[config.mk]
export PLATFORM = sky130hd
export DESIGN_NAME = pldz_front
export DESIGN_NICKNAME = d
export VERILOG_FILES = /design/src/rtl/pldz_pkg.sv /design/src/rtl/pldz_front.sv
export SDC_FILE = /design/constraint.sdc
export NUM_CORES = 1
export LEC_CHECK = 0
export BUFFER_PORTS_ARGS = -buffer_cell sky130_fd_sc_hd__buf_4
export CORE_AREA = 2 2 110 112
export DETAILED_ROUTE_END_ITERATION = 7
export DIE_AREA = 0 0 112 114
export PLACE_DENSITY = 0.62
export SLEW_MARGIN = 20
export SYNTH_ARGS = -nofsm -noshare
export SYNTH_HDL_FRONTEND = slang
export SYNTH_SLANG_ARGS = --single-unit
export TNS_END_PERCENT = 30
[constraint.sdc]
create_clock -name vclk -period 2
set_input_delay 0.1 -clock vclk [all_inputs]
set_output_delay 0.1 -clock vclk [all_outputs]
set_load 0.01 [all_outputs]
[src/rtl/pldz_pkg.sv]
// Shared constants, types and config register codes for the delta/zigzag codec.
`timescale 1ns / 1ps
package pldz_pkg;

  localparam int LANES       = 64;
  localparam int LANE_AW     = $clog2(LANES);
  localparam int LANE_W      = 6;
  localparam int VALUE_W     = 64;
  localparam int VBITS_W     = 7;
  localparam int CFG_IDX_W   = 1;
  localparam int CFG_DATA_W  = VBITS_W;
  localparam int QDEPTH      = 2;
  localparam int QAW         = $clog2(QDEPTH);

  localparam logic [VBITS_W-1:0] VBITS_RESET = VBITS_W'(16);
  localparam logic [VBITS_W-1:0] VBITS_MAX   = VBITS_W'(VALUE_W);

  localparam logic [CFG_IDX_W-1:0] REG_DIRECTION  = CFG_IDX_W'(0);
  localparam logic [CFG_IDX_W-1:0] REG_VALUE_BITS = CFG_IDX_W'(1);

  typedef enum logic {
    DIR_ENCODE = 1'b0,
    DIR_DECODE = 1'b1
  } dir_t;

  // Classified item handed from front to back.
  typedef struct packed {
    dir_t               dir;
    logic [LANE_W-1:0]  lane;
    logic               start;
    logic               err;      // decode code wider than the value width
    logic [VALUE_W-1:0] mask;     // low value_bits ones
    logic [VALUE_W-1:0] topbit;   // one-hot sign bit position
    logic [VALUE_W-1:0] operand;  // masked raw (encode) or un-zigzagged delta (decode)
  } op_t;

endpackage

[src/rtl/pldz_front.sv]
// Front end: classifies an incoming sample against the current configuration.
`timescale 1ns / 1ps
module pldz_front import pldz_pkg::*; (
  input  logic [VALUE_W-1:0] sample_value,
  input  logic [LANE_W-1:0]  lane,
  input  logic               start_record,
  input  dir_t               direction,
  input  logic [VBITS_W-1:0] value_bits,
  output op_t                op
);

  logic [VBITS_W-1:0] eff_w;
  logic [VALUE_W-1:0] mask;
  logic [VALUE_W-1:0] unzig;

  always_comb begin
    if (value_bits == '0) begin
      eff_w = VBITS_W'(1);
    end else if (value_bits > VBITS_MAX) begin
      eff_w = VBITS_MAX;
    end else begin
      eff_w = value_bits;
    end
  end

  assign mask  = (eff_w == VBITS_MAX) ? '1 : ~({VALUE_W{1'b1}} << eff_w[LANE_W-1:0]);
  assign unzig = ((sample_value >> 1) ^ {VALUE_W{sample_value[0]}}) & mask;

  always_comb begin
    op.dir    = direction;
    op.lane   = lane;
    op.start  = start_record;
    op.mask   = mask;
    op.topbit = mask ^ (mask >> 1);
    op.err    = (direction == DIR_DECODE) && ((sample_value & ~mask) != '0);
    op.operand = (direction == DIR_DECODE) ? unzig : (sample_value & mask);
  end

endmodule

==> results.tsv <==
metric	value	unit
grt_use_met1	41.38	%
via_per_inst	5.309	
cp.arrival	1.88	ns
leakagePower	3.056	nW
grt.met2_usage	56.12	%
dieArea	12770	µm²
power	1.725	mW
port-buffer-count	265	
final_hold_viol_count	0	
num_rows	40	
core-area	11710	µm²
syn2layout_area_growth	96.71	%
fillers	1194	
yosysMostFrequentCell	nor2_1	
multi_input_area	2801	µm²
wl_per_cell	20.65	µm
synth.avg_cell_area	5.875	µm²
syn_nets	630	
initial_core_util	27.64	%
grt_start_max_net_pins	64	
yosysTopAreaCell	xnor2_1	
overflow	0	
post_synth_num_cell_types	58	
antennaDiodeCount	0	
layout_min_cycle_time	1.980	ns
vdd_drop_max	0.1351	mV
hpwl	18190	µm
internal_power	0.8377	mW
die_w	112	µm
place.gp.congestion	0.9897	
postCtsHoldBufs	0	
start_kind	primary input	
combPwrFrac	100.0	%
grt_use_total	31.34	%
netlist.area_leader.share	17.05	%
synth-seq-area-share	0	%
yosys-top-cells-area	xnor2_1, nor2_1, a211oi_1, a21oi_1, nand2_1	
worst_pin_slew	0.7063	ns
pwr-share-seq	0	%
grt_pass1_vias	5302	
end_kind	output port	
grt_pass1_wl	31590	µm
slew_violations	0	
gr-usage-met3	2.976	%
drt_pass1_iterations	5	
drive_gt1_share	49.50	%
synth_commonest_cells	nor2_1, xnor2_1, a211oi_1, nand2_1, inv_1	
drtIter0Drc	386	
die_y	114	µm
register_area	0	µm²
maxCapViolations	0	
fmax	0.5052	GHz
syn_inst	551	
finalSetupViolations	0	
path_class	in -> out	
antenna_found_initial	0	
switching_share	51.44	%
worst_slack	0.02041	ns
ys_warn_count	0	
post-route-period-util	98.98	%
place_ws	-0.1026	ns
final_nets	982	
hp-class	in -> out	
drc	0	
p_switching	0.8873	mW
status	finished, final reports clean	
power.density	270.9	nW/µm²
postRouteWirelength	21640	µm
postRouteAntennaNets	0	
p_clk_share	0	%
busiest_layer	met2	
required	1.90	ns
vias	5564	
synth_area	3237	µm²
crit_fanout	6	
relSlewSlack	52.91	%
nClkBuffers	0	
seq_cells	0	
pin_count	280	
[cell families after synthesis]
logic type	count (synthesis)	share of synthesized area, %
buf+inv	107	16.20
compound gates	157	34.71
simple gates	221	31.31
xor+xnor	63	17.05
fa+ha+maj	1	0.3093
mux	1	0.3093
other cells	1	0.1159
[timing repair]
| action | CTS | global route |
|---|---|---|
| setup buffers | 1 | 10 |
| pin swaps | 4 | 12 |
| gates resized for setup | 12 | 30 |
| hold endpoints to repair | 0 | 0 |
| setup endpoints to repair | 1 | 1 |
[per-layer routing]
layer	up-vias	wire [µm]
met3	33	1231
met1	2640	9351
met2	266	10550
met5	-	0
li1	2625	-
met4	0	503
[cells in the final DEF, fill, tap and decap left out, types with 4 or more instances in the layout]
cell type | Yosys | layout
or2_2 | 4 | 4
a31oi_1 | 8 | 7
a221oi_2 | 0 | 4
inv_1 | 44 | 43
nand2_1 | 45 | 44
nand3_1 | 5 | 5
nor4_1 | 8 | 7
nor2_1 | 107 | 104
nor3_1 | 28 | 28
buf_4 | 14 | 396
buf_6 | 3 | 5
a221oi_1 | 17 | 13
o21ai_1 | 2 | 6
a21oi_1 | 34 | 32
xnor2_1 | 63 | 63
a211oi_1 | 50 | 49
buf_12 | 1 | 7
o21ai_0 | 14 | 10
o211a_1 | 9 | 9
a21oi_2 | 2 | 4
[worst max-delay path, stage by stage]
cell and delay, ns:
buf_4 0.14, clkinvlp_4 0.21, a211oi_1 0.31, o32ai_2 0.19, a221oi_2 0.21, nand4_1 0.12, o41a_1 0.43, buf_4 0.15
[metrics by stage]
step	cell area, µm²	utilization (%)	hold WS [ns]	TNS [ns]	cells
3_5_place_dp	6126	52.31	0.2001	-0.1026	1038
4_1_cts	6176	52.74	0.2001	0	1039
5_1_grt	6367	54.37	0.2000	-0.01802	1048
3_3_place_gp	6126	52.31	0.2001	-0.09777	1038
6_report	6367	54.37	0.2000	0	1048
2_1_floorplan	3237	-	0.2918	0	551
[final timing paths]
path,start,end,slack [ns],cells after the start
max,value_bits[5],op[192],0.02,8
min,lane[1],op[195],0.20,0
[final cells by class]
cell class,instances,share of cell area [%]
well taps,147,2.889
inverters,47,2.869
multi-input cells,444,44.00
repair buffers,410,50.25
[power groups by stage]
stage / registers [mW] / logic (mW) / clock network (mW)
5_1_grt: 0 / 1.83 / 0
3_3_place_gp: 0 / 1.64 / 0
6_report: 0 / 1.72 / 0
3_5_place_dp: 0 / 1.65 / 0
4_1_cts: 0 / 1.67 / 0
2_1_floorplan: 0 / 0.750 / 0
Note: power is estimated with default switching activity, not from simulation.
