[src/rtl/pldz_pkg.sv]
// Shared constants, types and config register codes for the delta/zigzag codec.
`timescale 1ns / 1ps
package pldz_pkg;

  localparam int LANES       = 64;
  localparam int LANE_AW     = $clog2(LANES);
  localparam int LANE_W      = 6;
  localparam int VALUE_W     = 64;
  localparam int VBITS_W     = 7;
  localparam int CFG_IDX_W   = 1;
  localparam int CFG_DATA_W  = VBITS_W;
  localparam int QDEPTH      = 2;
  localparam int QAW         = $clog2(QDEPTH);

  localparam logic [VBITS_W-1:0] VBITS_RESET = VBITS_W'(16);
  localparam logic [VBITS_W-1:0] VBITS_MAX   = VBITS_W'(VALUE_W);

  localparam logic [CFG_IDX_W-1:0] REG_DIRECTION  = CFG_IDX_W'(0);
  localparam logic [CFG_IDX_W-1:0] REG_VALUE_BITS = CFG_IDX_W'(1);

  typedef enum logic {
    DIR_ENCODE = 1'b0,
    DIR_DECODE = 1'b1
  } dir_t;

  // Classified item handed from front to back.
  typedef struct packed {
    dir_t               dir;
    logic [LANE_W-1:0]  lane;
    logic               start;
    logic               err;      // decode code wider than the value width
    logic [VALUE_W-1:0] mask;     // low value_bits ones
    logic [VALUE_W-1:0] topbit;   // one-hot sign bit position
    logic [VALUE_W-1:0] operand;  // masked raw (encode) or un-zigzagged delta (decode)
  } op_t;

endpackage

[src/rtl/pldz_fifo.sv]
// Short queue of classified items between the front and back ends.
`timescale 1ns / 1ps
module pldz_fifo import pldz_pkg::*; (
  input  logic clk,
  input  logic rst_n,
  input  logic push,
  input  op_t  push_data,
  output logic full,
  input  logic pop,
  output logic not_empty,
  output op_t  head
);

  op_t              mem_r [QDEPTH];
  logic [QAW-1:0]   wptr_r, wptr_nxt;
  logic [QAW-1:0]   rptr_r, rptr_nxt;
  logic [QAW:0]     count_r, count_nxt;

  assign full      = (count_r == (QAW+1)'(QDEPTH));
  assign not_empty = (count_r != '0);
  assign head      = mem_r[rptr_r];

  always_comb begin
    wptr_nxt  = push ? wptr_r + QAW'(1) : wptr_r;
    rptr_nxt  = pop ? rptr_r + QAW'(1) : rptr_r;
    count_nxt = count_r;
    if (push && !pop) begin
      count_nxt = count_r + (QAW+1)'(1);
    end else if (pop && !push) begin
      count_nxt = count_r - (QAW+1)'(1);
    end
  end

  always_ff @(posedge clk) begin
    if (!rst_n) begin
      wptr_r  <= '0;
      rptr_r  <= '0;
      count_r <= '0;
    end else begin
      wptr_r  <= wptr_nxt;
      rptr_r  <= rptr_nxt;
      count_r <= count_nxt;
    end
  end

  always_ff @(posedge clk) begin
    if (push) begin
      mem_r[wptr_r] <= push_data;
    end
  end

endmodule

[config.mk]
export PLATFORM = sky130hd
export DESIGN_NAME = pldz_fifo
export DESIGN_NICKNAME = d
export VERILOG_FILES = /design/src/rtl/pldz_pkg.sv /design/src/rtl/pldz_fifo.sv
export SDC_FILE = /design/constraint.sdc
export NUM_CORES = 1
export LEC_CHECK = 0
export BUFFER_PORTS_ARGS = -buffer_cell sky130_fd_sc_hd__clkbuf_2
export CORE_MARGIN = 2
export CORE_UTILIZATION = 56
export DETAILED_ROUTE_END_ITERATION = 12
export PLACE_DENSITY = 0.85
export SLEW_MARGIN = 20
export SYNTH_ARGS = -nofsm -noshare
export SYNTH_HDL_FRONTEND = slang
export SYNTH_SLANG_ARGS = --single-unit
[constraint.sdc]
create_clock -name clk -period 36.5 [get_ports clk]
set_clock_uncertainty 0.2 [all_clocks]
set_input_delay 7.3 -clock clk [delete_from_list [all_inputs] [get_ports clk]]
set_output_delay 7.3 -clock clk [all_outputs]
set_load 0.05 [all_outputs]
==> impl_metrics.toml <==
[die]
die_y_um = 166.5
rows = 59
coreArea_sq_um = 25980
io_pins = 408
die_w_um = 166.5
dieArea_sq_um = 27740
start_util_pct = 56.94

[synthesis]
synth-seq-area-share_pct = 82.27
synth_seq_cells = 407
ys_warn_count = 0
synthDistinctLibCells = 16
syn-num-nets = 853
synthCells = 647
syn_area_sq_um = 14800
synth.avg_cell_area_sq_um = 22.87

[clock_network]
cts_tree = "yes"
cts_buffer_depth = 3
ctsResizeCount = 0
cts_made_buffers = 40
postCtsSetupBuffers = 0
postCtsHoldBufs = 0
path_clk_slew_ns = 0.06
insertion_delay_ns = 0.50
clockRootBuffer = "clkbuf_16"
cts.sinks = 407
htree_levels = 2

[final_layout]
multi_input_area_sq_um = 2389
layout_commonest_cell = "clkbuf_2"
finalNetCount = 1287
drive_gt1_share_pct = 60.16
layout_common_cells = "clkbuf_2 (407), edfxtp_1 (402), mux2_2 (201), clkbuf_16 (41), clkinv_1 (11)"
fin_area_sq_um = 18220
num-fill-cells = 1613
regArea_sq_um = 12180
antenna_cells = 0
area_delta_synth_final_pct = 23.17

[power]
internal_power_uw = 792.8
switching_share_pct = 26.73
peakVddDrop_uv = 57.31
power.total_uw = 1082
p_sw_uw = 289.3
power_frac_comb_pct = 16.0
p_clk_share_pct = 33.4
power_density_nw_per_um2 = 59.38
p_leak_uw = 0.006907
p_seq_share_pct = 50.6

[detailed_routing]
viasPerCell = 5.280
drc = 0
via_count = 7614
wl_um = 29550
drt_iter0_markers = 585
wl_per_cell_um = 20.49
drt-pass1-iter-count = 4
postRouteAntennaNets = 0

[critical_path]
worstSetupPathType = "flop to output pin"
worst_setup_path_end_kind = "output pin"
cp.arrival_ns = 2.85
cp.required_ns = 29.00
worstPathMaxFanout = 79
crit_path_start_kind = "flop"

[global_routing]
grt_pass1_wl_um = 44180
grtUsageTotal_pct = 20.69
grt_pass1_vias = 8036
grt_overflow_total = 0
grt_max_degree = 86
antenna_found_initial = 1

[sta]
rsz0062_at_grt = "false"
period_minus_slack_ns = 10.35
hold_viol_final = 0
max_freq_ghz = 0.09665
final_max_slew_viol_count = 0
fin_setup_tns_ns = 0
slew_headroom_pct = 30.95
period_share_pct = 28.35
setup_violations = 0
tightestPinTransition_ns = 1.036
whs_ns = 0.2990
fin_ws_ns = 26.15

[run_status]
outcome = "complete, no violations"

[placement]
hpwl_um = 19930
portBuffers = 407
place_ws_ns = 26.37
place.gp.congestion = 0.7822
placed_cell_area_sq_um = 17080

[job]
max_cap_viol_count = 0

[worst_hold_path]
hold_class = "flop to flop"
==> sequential cells by signal (all words and copies together) (netlist names), named ones only <==
name / flops
count_r: 2
mem_r: 402
rptr_r: 1
wptr_r: 1
==> cells in the mapped netlist, drive strengths merged <==
cell type / count / share of area, %
edfxtp: 402 / 82
mux2: 201 / 15
buf: 22 / 1.6
dfxtp: 5 / 0.68
and2: 4 / 0.17
nor2b: 3 / 0.13
xor2: 2 / 0.12
a21boi: 1 / 0.051
ha: 1 / 0.085
inv: 1 / 0.025
o21a: 1 / 0.051
o21ai: 1 / 0.034
or2: 1 / 0.042
or3: 1 / 0.042
xnor2: 1 / 0.059
==> area by class of cell <==
| type | count | area share, % |
|---|---|---|
| Clock buffer | 51 | 5.836 |
| Clock inverter | 17 | 0.4394 |
| Inverter | 1 | 0.02060 |
| Multi-Input combinational cell | 217 | 13.11 |
| Sequential cell | 407 | 66.81 |
| Tap cell | 335 | 2.300 |
| Timing Repair Buffer | 414 | 11.49 |
==> power groups by stage <==
stage	Clock [uW]	Combinational [uW]	Sequential (uW)
4_1_cts	367	174	548
2_1_floorplan	0	134	560
3_3_place_gp	0	171	556
3_5_place_dp	0	173	558
5_1_grt	387	180	550
6_report	361	173	548
==> kinds of logic after synthesis <==
family	count (synthesis)	share of synthesized area [%]
flip-flops	407	82.27
multiplexers	201	15.30
buffers and inverters	23	1.657
AND/OR/NAND/NOR	9	0.3806
AO/OA/AOI/OAI	3	0.1353
XOR/XNOR	3	0.1776
adder cells (fa/ha/maj)	1	0.08455
==> per-layer routing <==
layer / part of all wire [%] / global-route usage [%]
met1: 34 / 23.01
met3: 9.8 / 6.892
met5: 0 / 0
met2: 52 / 37.01
met4: 3.5 / 7.721
==> final timing paths <==
kind | from | to | slack [ns] | depth (start not counted)
max | flop | head[110] | 26.15 | 3
min | count_r[1] | count_r[1] | 0.30 | 2
max reg2reg | wptr_r | mem_r[0][54] | 33.49 | 3
min reg2reg | count_r[1] | count_r[1] | 0.30 | 2
==> stage by stage <==
stage                     cells  util [%]
after CTS                  1442     70.12
after floorplan             647         -
after global routing       1442     70.13
after global placement     1374     65.72
final                      1442     70.13
after detailed placement   1374     65.72
==> worst max-delay path: stages, from the launching register on <==
cell and delay, ns:
dfxtp_4 0.70, buf_4 0.87, mux2_2 0.44, clkbuf_2 0.25
No activity file was read; power rests on OpenSTA's default activity.
