[src/rtl/pldz_pkg.sv]
// Shared constants, types and config register codes for the delta/zigzag codec.
`timescale 1ns / 1ps
package pldz_pkg;

  localparam int LANES       = 64;
  localparam int LANE_AW     = $clog2(LANES);
  localparam int LANE_W      = 6;
  localparam int VALUE_W     = 64;
  localparam int VBITS_W     = 7;
  localparam int CFG_IDX_W   = 1;
  localparam int CFG_DATA_W  = VBITS_W;
  localparam int QDEPTH      = 2;
  localparam int QAW         = $clog2(QDEPTH);

  localparam logic [VBITS_W-1:0] VBITS_RESET = VBITS_W'(16);
  localparam logic [VBITS_W-1:0] VBITS_MAX   = VBITS_W'(VALUE_W);

  localparam logic [CFG_IDX_W-1:0] REG_DIRECTION  = CFG_IDX_W'(0);
  localparam logic [CFG_IDX_W-1:0] REG_VALUE_BITS = CFG_IDX_W'(1);

  typedef enum logic {
    DIR_ENCODE = 1'b0,
    DIR_DECODE = 1'b1
  } dir_t;

  // Classified item handed from front to back.
  typedef struct packed {
    dir_t               dir;
    logic [LANE_W-1:0]  lane;
    logic               start;
    logic               err;      // decode code wider than the value width
    logic [VALUE_W-1:0] mask;     // low value_bits ones
    logic [VALUE_W-1:0] topbit;   // one-hot sign bit position
    logic [VALUE_W-1:0] operand;  // masked raw (encode) or un-zigzagged delta (decode)
  } op_t;

endpackage

[src/rtl/pldz_ram.sv]
// Generic single-write, single-read RAM with registered read data.
`timescale 1ns / 1ps
module pldz_ram #(
  parameter int WIDTH = 64,
  parameter int DEPTH = 64
) (
  input  logic                     clk,
  input  logic                     we,
  input  logic [$clog2(DEPTH)-1:0] waddr,
  input  logic [WIDTH-1:0]         wdata,
  input  logic                     re,
  input  logic [$clog2(DEPTH)-1:0] raddr,
  output logic [WIDTH-1:0]         rdata
);

  logic [WIDTH-1:0] mem_r [DEPTH];
  logic [WIDTH-1:0] rdata_r;

  always_ff @(posedge clk) begin
    if (we) begin
      mem_r[waddr] <= wdata;
    end
    if (re) begin
      rdata_r <= mem_r[raddr];
    end
  end

  assign rdata = rdata_r;

endmodule

[src/rtl/pldz_back.sv]
// Back end: lane history lookup, delta/zigzag arithmetic, history update, output register.
`timescale 1ns / 1ps
module pldz_back import pldz_pkg::*; (
  input  logic               clk,
  input  logic               rst_n,
  input  logic               q_not_empty,
  input  op_t                q_head,
  output logic               q_pop,
  output logic               out_valid,
  input  logic               out_ready,
  output logic [VALUE_W-1:0] out_result_value,
  output logic               out_range_error
);

  op_t                 b1_r;
  logic                b1_valid_r;
  logic [LANES-1:0]    lane_valid_r, lane_valid_nxt;
  logic [LANE_AW-1:0]  fwd_lane_r;
  logic [VALUE_W-1:0]  fwd_data_r;
  logic                out_valid_r;
  logic [VALUE_W-1:0]  out_value_r;
  logic                out_err_r;

  logic [VALUE_W-1:0]  rdata;
  logic [VALUE_W-1:0]  hist;
  logic [VALUE_W-1:0]  prev;
  logic [VALUE_W-1:0]  delta;
  logic [VALUE_W-1:0]  fill;
  logic [VALUE_W-1:0]  ext;
  logic [VALUE_W-1:0]  result;
  logic [VALUE_W-1:0]  hist_wdata;
  logic                range_err;
  logic                hist_we;
  logic                fire;
  logic [LANE_AW-1:0]  b1_idx;

  assign b1_idx = b1_r.lane[LANE_AW-1:0];
  assign fire   = b1_valid_r && (!out_valid_r || out_ready);
  assign q_pop  = q_not_empty && (!b1_valid_r || fire);

  pldz_ram #(
    .WIDTH (VALUE_W),
    .DEPTH (LANES)
  ) u_hist_ram (
    .clk   (clk),
    .we    (hist_we),
    .waddr (b1_idx),
    .wdata (hist_wdata),
    .re    (q_pop),
    .raddr (q_head.lane[LANE_AW-1:0]),
    .rdata (rdata)
  );

  // RAM read is read-first; the write retiring on the same edge as a pop is forwarded.
  always_comb begin
    hist  = (fwd_lane_r == b1_idx) ? fwd_data_r : rdata;
    prev  = (!b1_r.start && lane_valid_r[b1_idx]) ? hist : '0;
    range_err = b1_r.err;
    delta = '0;
    fill  = '0;
    ext   = '0;
    if (b1_r.dir == DIR_ENCODE) begin
      delta  = (b1_r.operand - prev) & b1_r.mask;
      fill   = {VALUE_W{(delta & b1_r.topbit) != '0}};
      ext    = delta | (fill & ~b1_r.mask);
      result = ((ext << 1) ^ fill) & b1_r.mask;
    end else if (range_err) begin
      result = '0;
    end else begin
      result = (prev + b1_r.operand) & b1_r.mask;
    end
    // encode keeps the masked raw value as history, decode keeps the rebuilt value
    hist_wdata = (b1_r.dir == DIR_ENCODE) ? b1_r.operand : result;
    hist_we = fire && !range_err;
  end

  always_comb begin
    lane_valid_nxt = lane_valid_r;
    if (fire) begin
      if (b1_r.start) begin
        lane_valid_nxt = '0;
      end
      if (!range_err) begin
        lane_valid_nxt[b1_idx] = 1'b1;
      end
    end
  end

  always_ff @(posedge clk) begin
    if (!rst_n) begin
      b1_valid_r   <= 1'b0;
      out_valid_r  <= 1'b0;
      lane_valid_r <= '0;
    end else begin
      lane_valid_r <= lane_valid_nxt;
      if (q_pop) begin
        b1_valid_r <= 1'b1;
      end else if (fire) begin
        b1_valid_r <= 1'b0;
      end
      if (fire) begin
        out_valid_r <= 1'b1;
      end else if (out_ready) begin
        out_valid_r <= 1'b0;
      end
    end
  end

  always_ff @(posedge clk) begin
    if (q_pop) begin
      b1_r <= q_head;
    end
    if (hist_we) begin
      fwd_lane_r <= b1_idx;
      fwd_data_r <= hist_wdata;
    end
    if (fire) begin
      out_value_r <= result;
      out_err_r   <= range_err;
    end
  end

  assign out_valid        = out_valid_r;
  assign out_result_value = out_value_r;
  assign out_range_error  = out_err_r;

endmodule

[config.mk]
export PLATFORM = sky130hd
export DESIGN_NAME = pldz_back
export DESIGN_NICKNAME = d
export VERILOG_FILES = /design/src/rtl/pldz_pkg.sv /design/src/rtl/pldz_ram.sv /design/src/rtl/pldz_back.sv
export SDC_FILE = /design/constraint.sdc
export NUM_CORES = 2
export LEC_CHECK = 0
export BUFFER_PORTS_ARGS = -buffer_cell sky130_fd_sc_hd__buf_2
export CAP_MARGIN = 20
export CORE_MARGIN = 3
export CORE_UTILIZATION = 50
export CTS_CLUSTER_SIZE = 8
export DETAILED_ROUTE_END_ITERATION = 8
export GPL_TIMING_DRIVEN = 0
export PLACE_DENSITY = 0.62
export SETUP_SLACK_MARGIN = 0.2
export SYNTH_ARGS = -nofsm -noshare
export SYNTH_HDL_FRONTEND = slang
export SYNTH_SLANG_ARGS = --single-unit
[constraint.sdc]
create_clock -name clk -period 36 [get_ports clk]
set_clock_uncertainty 0.05 [all_clocks]
set_input_delay 5.4 -clock clk [delete_from_list [all_inputs] [get_ports clk]]
set_output_delay 5.4 -clock clk [all_outputs]
set_load 0.01 [all_outputs]
==> results.json <==
{
  "fmax_mhz": 81.2,
  "cts_sinks": 4562,
  "synth_seq_cells": 4562,
  "synth_cell_type_count": 100,
  "arrival_ps": 6860,
  "crit_type": "input port to output pin",
  "detail-route-antenna-nets": 0,
  "root_buffer": "clkbuf_16",
  "layout_common_cells": "4496 x edfxtp_1, 1350 x mux4_2, 657 x clkbuf_16",
  "synth_edf_count": 4496,
  "num_vias": 99400,
  "power_density_nw_per_um2": 55.8,
  "core-area_um2": 364000,
  "rsz0062_at_grt": "no",
  "crit_path_max_incr_delay_ps": 810,
  "path_clk_slew_ps": 50,
  "wire_per_inst_um": 40.0,
  "cts_hold_buf": 0,
  "final_common_cell": "edfxtp_1",
  "n_fill_cell": 25700,
  "irDropWorstVdd_mv": 0.0540,
  "total_power_mw": 12.2,
  "hold_class": "flip-flop to flip-flop",
  "h-tree-depth": 6,
  "drt_iter0_markers": 12900,
  "area_delta_synth_final_pct": 18.6,
  "drc_errors": 0,
  "viasPerCell": 6.60,
  "grt_usage_pct": 32.2,
  "slew_viol_final": 0,
  "antenna_found_initial": 76,
  "crit_top_cell": "buf_2",
  "grt-ovfl-total": 0,
  "status": "finished, final reports clean",
  "die_w_um": 612,
  "synth_top_area_cell": "edfxtp_1",
  "finish.net_count": 10500,
  "cts_repair_resize_count": 0,
  "wl_um": 602000,
  "grt_pass1_vias": 99700,
  "die_area_um2": 375000,
  "clock_path_buffers": 4,
  "drv_cap": 0,
  "fin_util_pct": 59.8,
  "rows": 221,
  "crit_chain": "buf_2, nor2b_1, a21boi_4, buf_12, buf_2",
  "cp.required_ps": 30550,
  "crit_buf_inv": 3,
  "synthFlopType": "edfxtp_1",
  "p_leak_nw": 70.0,
  "cts_tree": "done",
  "start_util_pct": 50.4,
  "grt_max_degree": 65,
  "layout-drive-gt1-share_pct": 30.1,
  "start_kind": "input port",
  "port_buffers": 270,
  "post-cts-setup-buffer-count": 0,
  "end_kind": "output pin",
  "slew_headroom_pct": 12.2,
  "slowest_stage": "a21boi_4",
  "syn_area_per_cell_um2": 20.9,
  "cp_max_fo": 28,
  "cts_made_buffers": 642,
  "syn_inst": 8787,
  "drt-pass1-iter-count": 6,
  "io_pins": 272,
  "cpLargestDelayFamily": "compound AO/OA/AOI/OAI gates",
  "globalplace.congestion": 0.963,
  "ys_warn_count": 0,
  "min_period_ps": 12310,
  "tightest_slew_ps": 1320,
  "synth-async-reset-ratio_pct": 0,
  "hold_viol": 0,
  "finalSetupViolCount": 0,
  "synth_area_leaders": "edfxtp_1 74%, mux4_2 17%, ha_1 0.89%",
  "synth_nets": 9124,
  "syn_area_um2": 184000,
  "hpwl_um": 438000,
  "post-route-period-util_pct": 34.2,
  "grt_pass1_wl_um": 822000,
  "yosysSeqAreaShare_pct": 74.2,
  "worstSkewPairLatency_ps": 1050,
  "die_y_um": 612,
  "synth_top_area_share_pct": 73.5
}
## cell type report
| cell class | instances | area [um2] | area share [%] |
|---|---|---|---|
| inverters | 201 | 757 | 0.347 |
| well taps | 4794 | 6000 | 2.75 |
| diodes | 38 | 95.1 | 0.0436 |
| plain buffers | 441 | 1770 | 0.812 |
| clock buffers | 695 | 16600 | 7.61 |
| repair buffers | 709 | 9550 | 4.38 |
| multi-input cells | 3583 | 46100 | 21.2 |
| clock inverters | 45 | 691 | 0.317 |
| flip-flops and latches | 4562 | 136000 | 62.6 |
## worst register-to-register path, delay by kind of cell, from the launching register on
family          cells  cell delay (ps)
compound gates      7             3870
buf+inv             9             3620
simple gates        6             2160
mux                 2              680
flops               1              360
fa+ha+maj           1              270
xor+xnor            1              190
## cell families (layout without fill, tap and decap cells)
logic type	count (synthesis)	after routing	share of synthesized area [%]
AO/OA/AOI/OAI	802	802	2.85
other	0	38	0
adder cells (fa/ha/maj)	132	132	0.907
XOR/XNOR	110	110	0.525
AND/OR/NAND/NOR	1084	1084	3.01
multiplexers	1455	1455	17.1
buffers and inverters	642	2091	1.35
flip-flops	4562	4562	74.2
## flip-flops by register name, summed over array words and instances, names as in the netlist, 6 cells and up
| register | count |
|---|---|
| fwd_lane_r | 6 |
| u_hist_ram.mem_r | 4096 |
| b1_idx | 6 |
| out_result_value | 64 |
| b1_r | 194 |
| lane_valid_r | 64 |
| u_hist_ram.rdata | 64 |
| fwd_data_r | 64 |
## cells in the mapped netlist, types with 29 or more instances
cell         n
o21ai_0    185
a21oi_1    230
nand4_1     44
nand2_1    204
a31oi_1     32
buf_2       32
nor2b_1    114
ha_1       130
edfxtp_1  4496
nand3_1    170
mux2i_1     92
mux4_2    1350
or2_2       68
dfxtp_1     66
nor2_1     251
nor3_1      63
buf_1       81
inv_1      198
xnor2_1     95
o31ai_1     29
clkbuf_1   323
o211ai_1    65
## where the power goes
part           internal [mW]  total, mW  leakage [nW]  switching, mW
Clock                   3.21       5.33          8.46           2.12
Sequential              5.93       5.97          41.4         0.0417
Combinational          0.305      0.851          20.1          0.546
Total                   9.44       12.2          70.0           2.71
## final timing paths
path                                     to  cells past startpoint  slack [ps]                 from
min                 fwd_lane_r[1]$_DFFE_PP_                      0         420  b1_idx[1]$_DFFE_PP_
max reg2reg  out_result_value[60]$_DFFE_PP_                     26       24490  b1_idx[2]$_DFFE_PP_
min reg2reg         fwd_lane_r[1]$_DFFE_PP_                      0         420  b1_idx[1]$_DFFE_PP_
max                                   q_pop                      5       23690            out_ready
## through the flow
| step | worst slack [ps] | hold slack (ps) | cells | area (um2) | setup TNS [ps] |
|---|---|---|---|---|---|
| 2_1_floorplan | 5810 | 371 | 8787 | 184000 | 0 |
| 5_1_grt | 23620 | 425 | 15000 | 218000 | 0 |
| 4_1_cts | 23710 | 417 | 15000 | 217000 | 0 |
| 3_5_place_dp | 23720 | 406 | 14200 | 200000 | 0 |
| 6_report | 23690 | 416 | 15100 | 218000 | 0 |
| 3_3_place_gp | -10240 | 383 | 13900 | 191000 | -864550 |
## layer usage
metal  wire length [um]  up-vias  track usage (%)
met1             228000    53600             43.2
met2             292000     5413             51.6
met5                115        -                0
li1                   -    39400                -
met4              24600       18             12.3
met3              58100      967             7.57
Note: power is estimated with default switching activity, not from simulation.
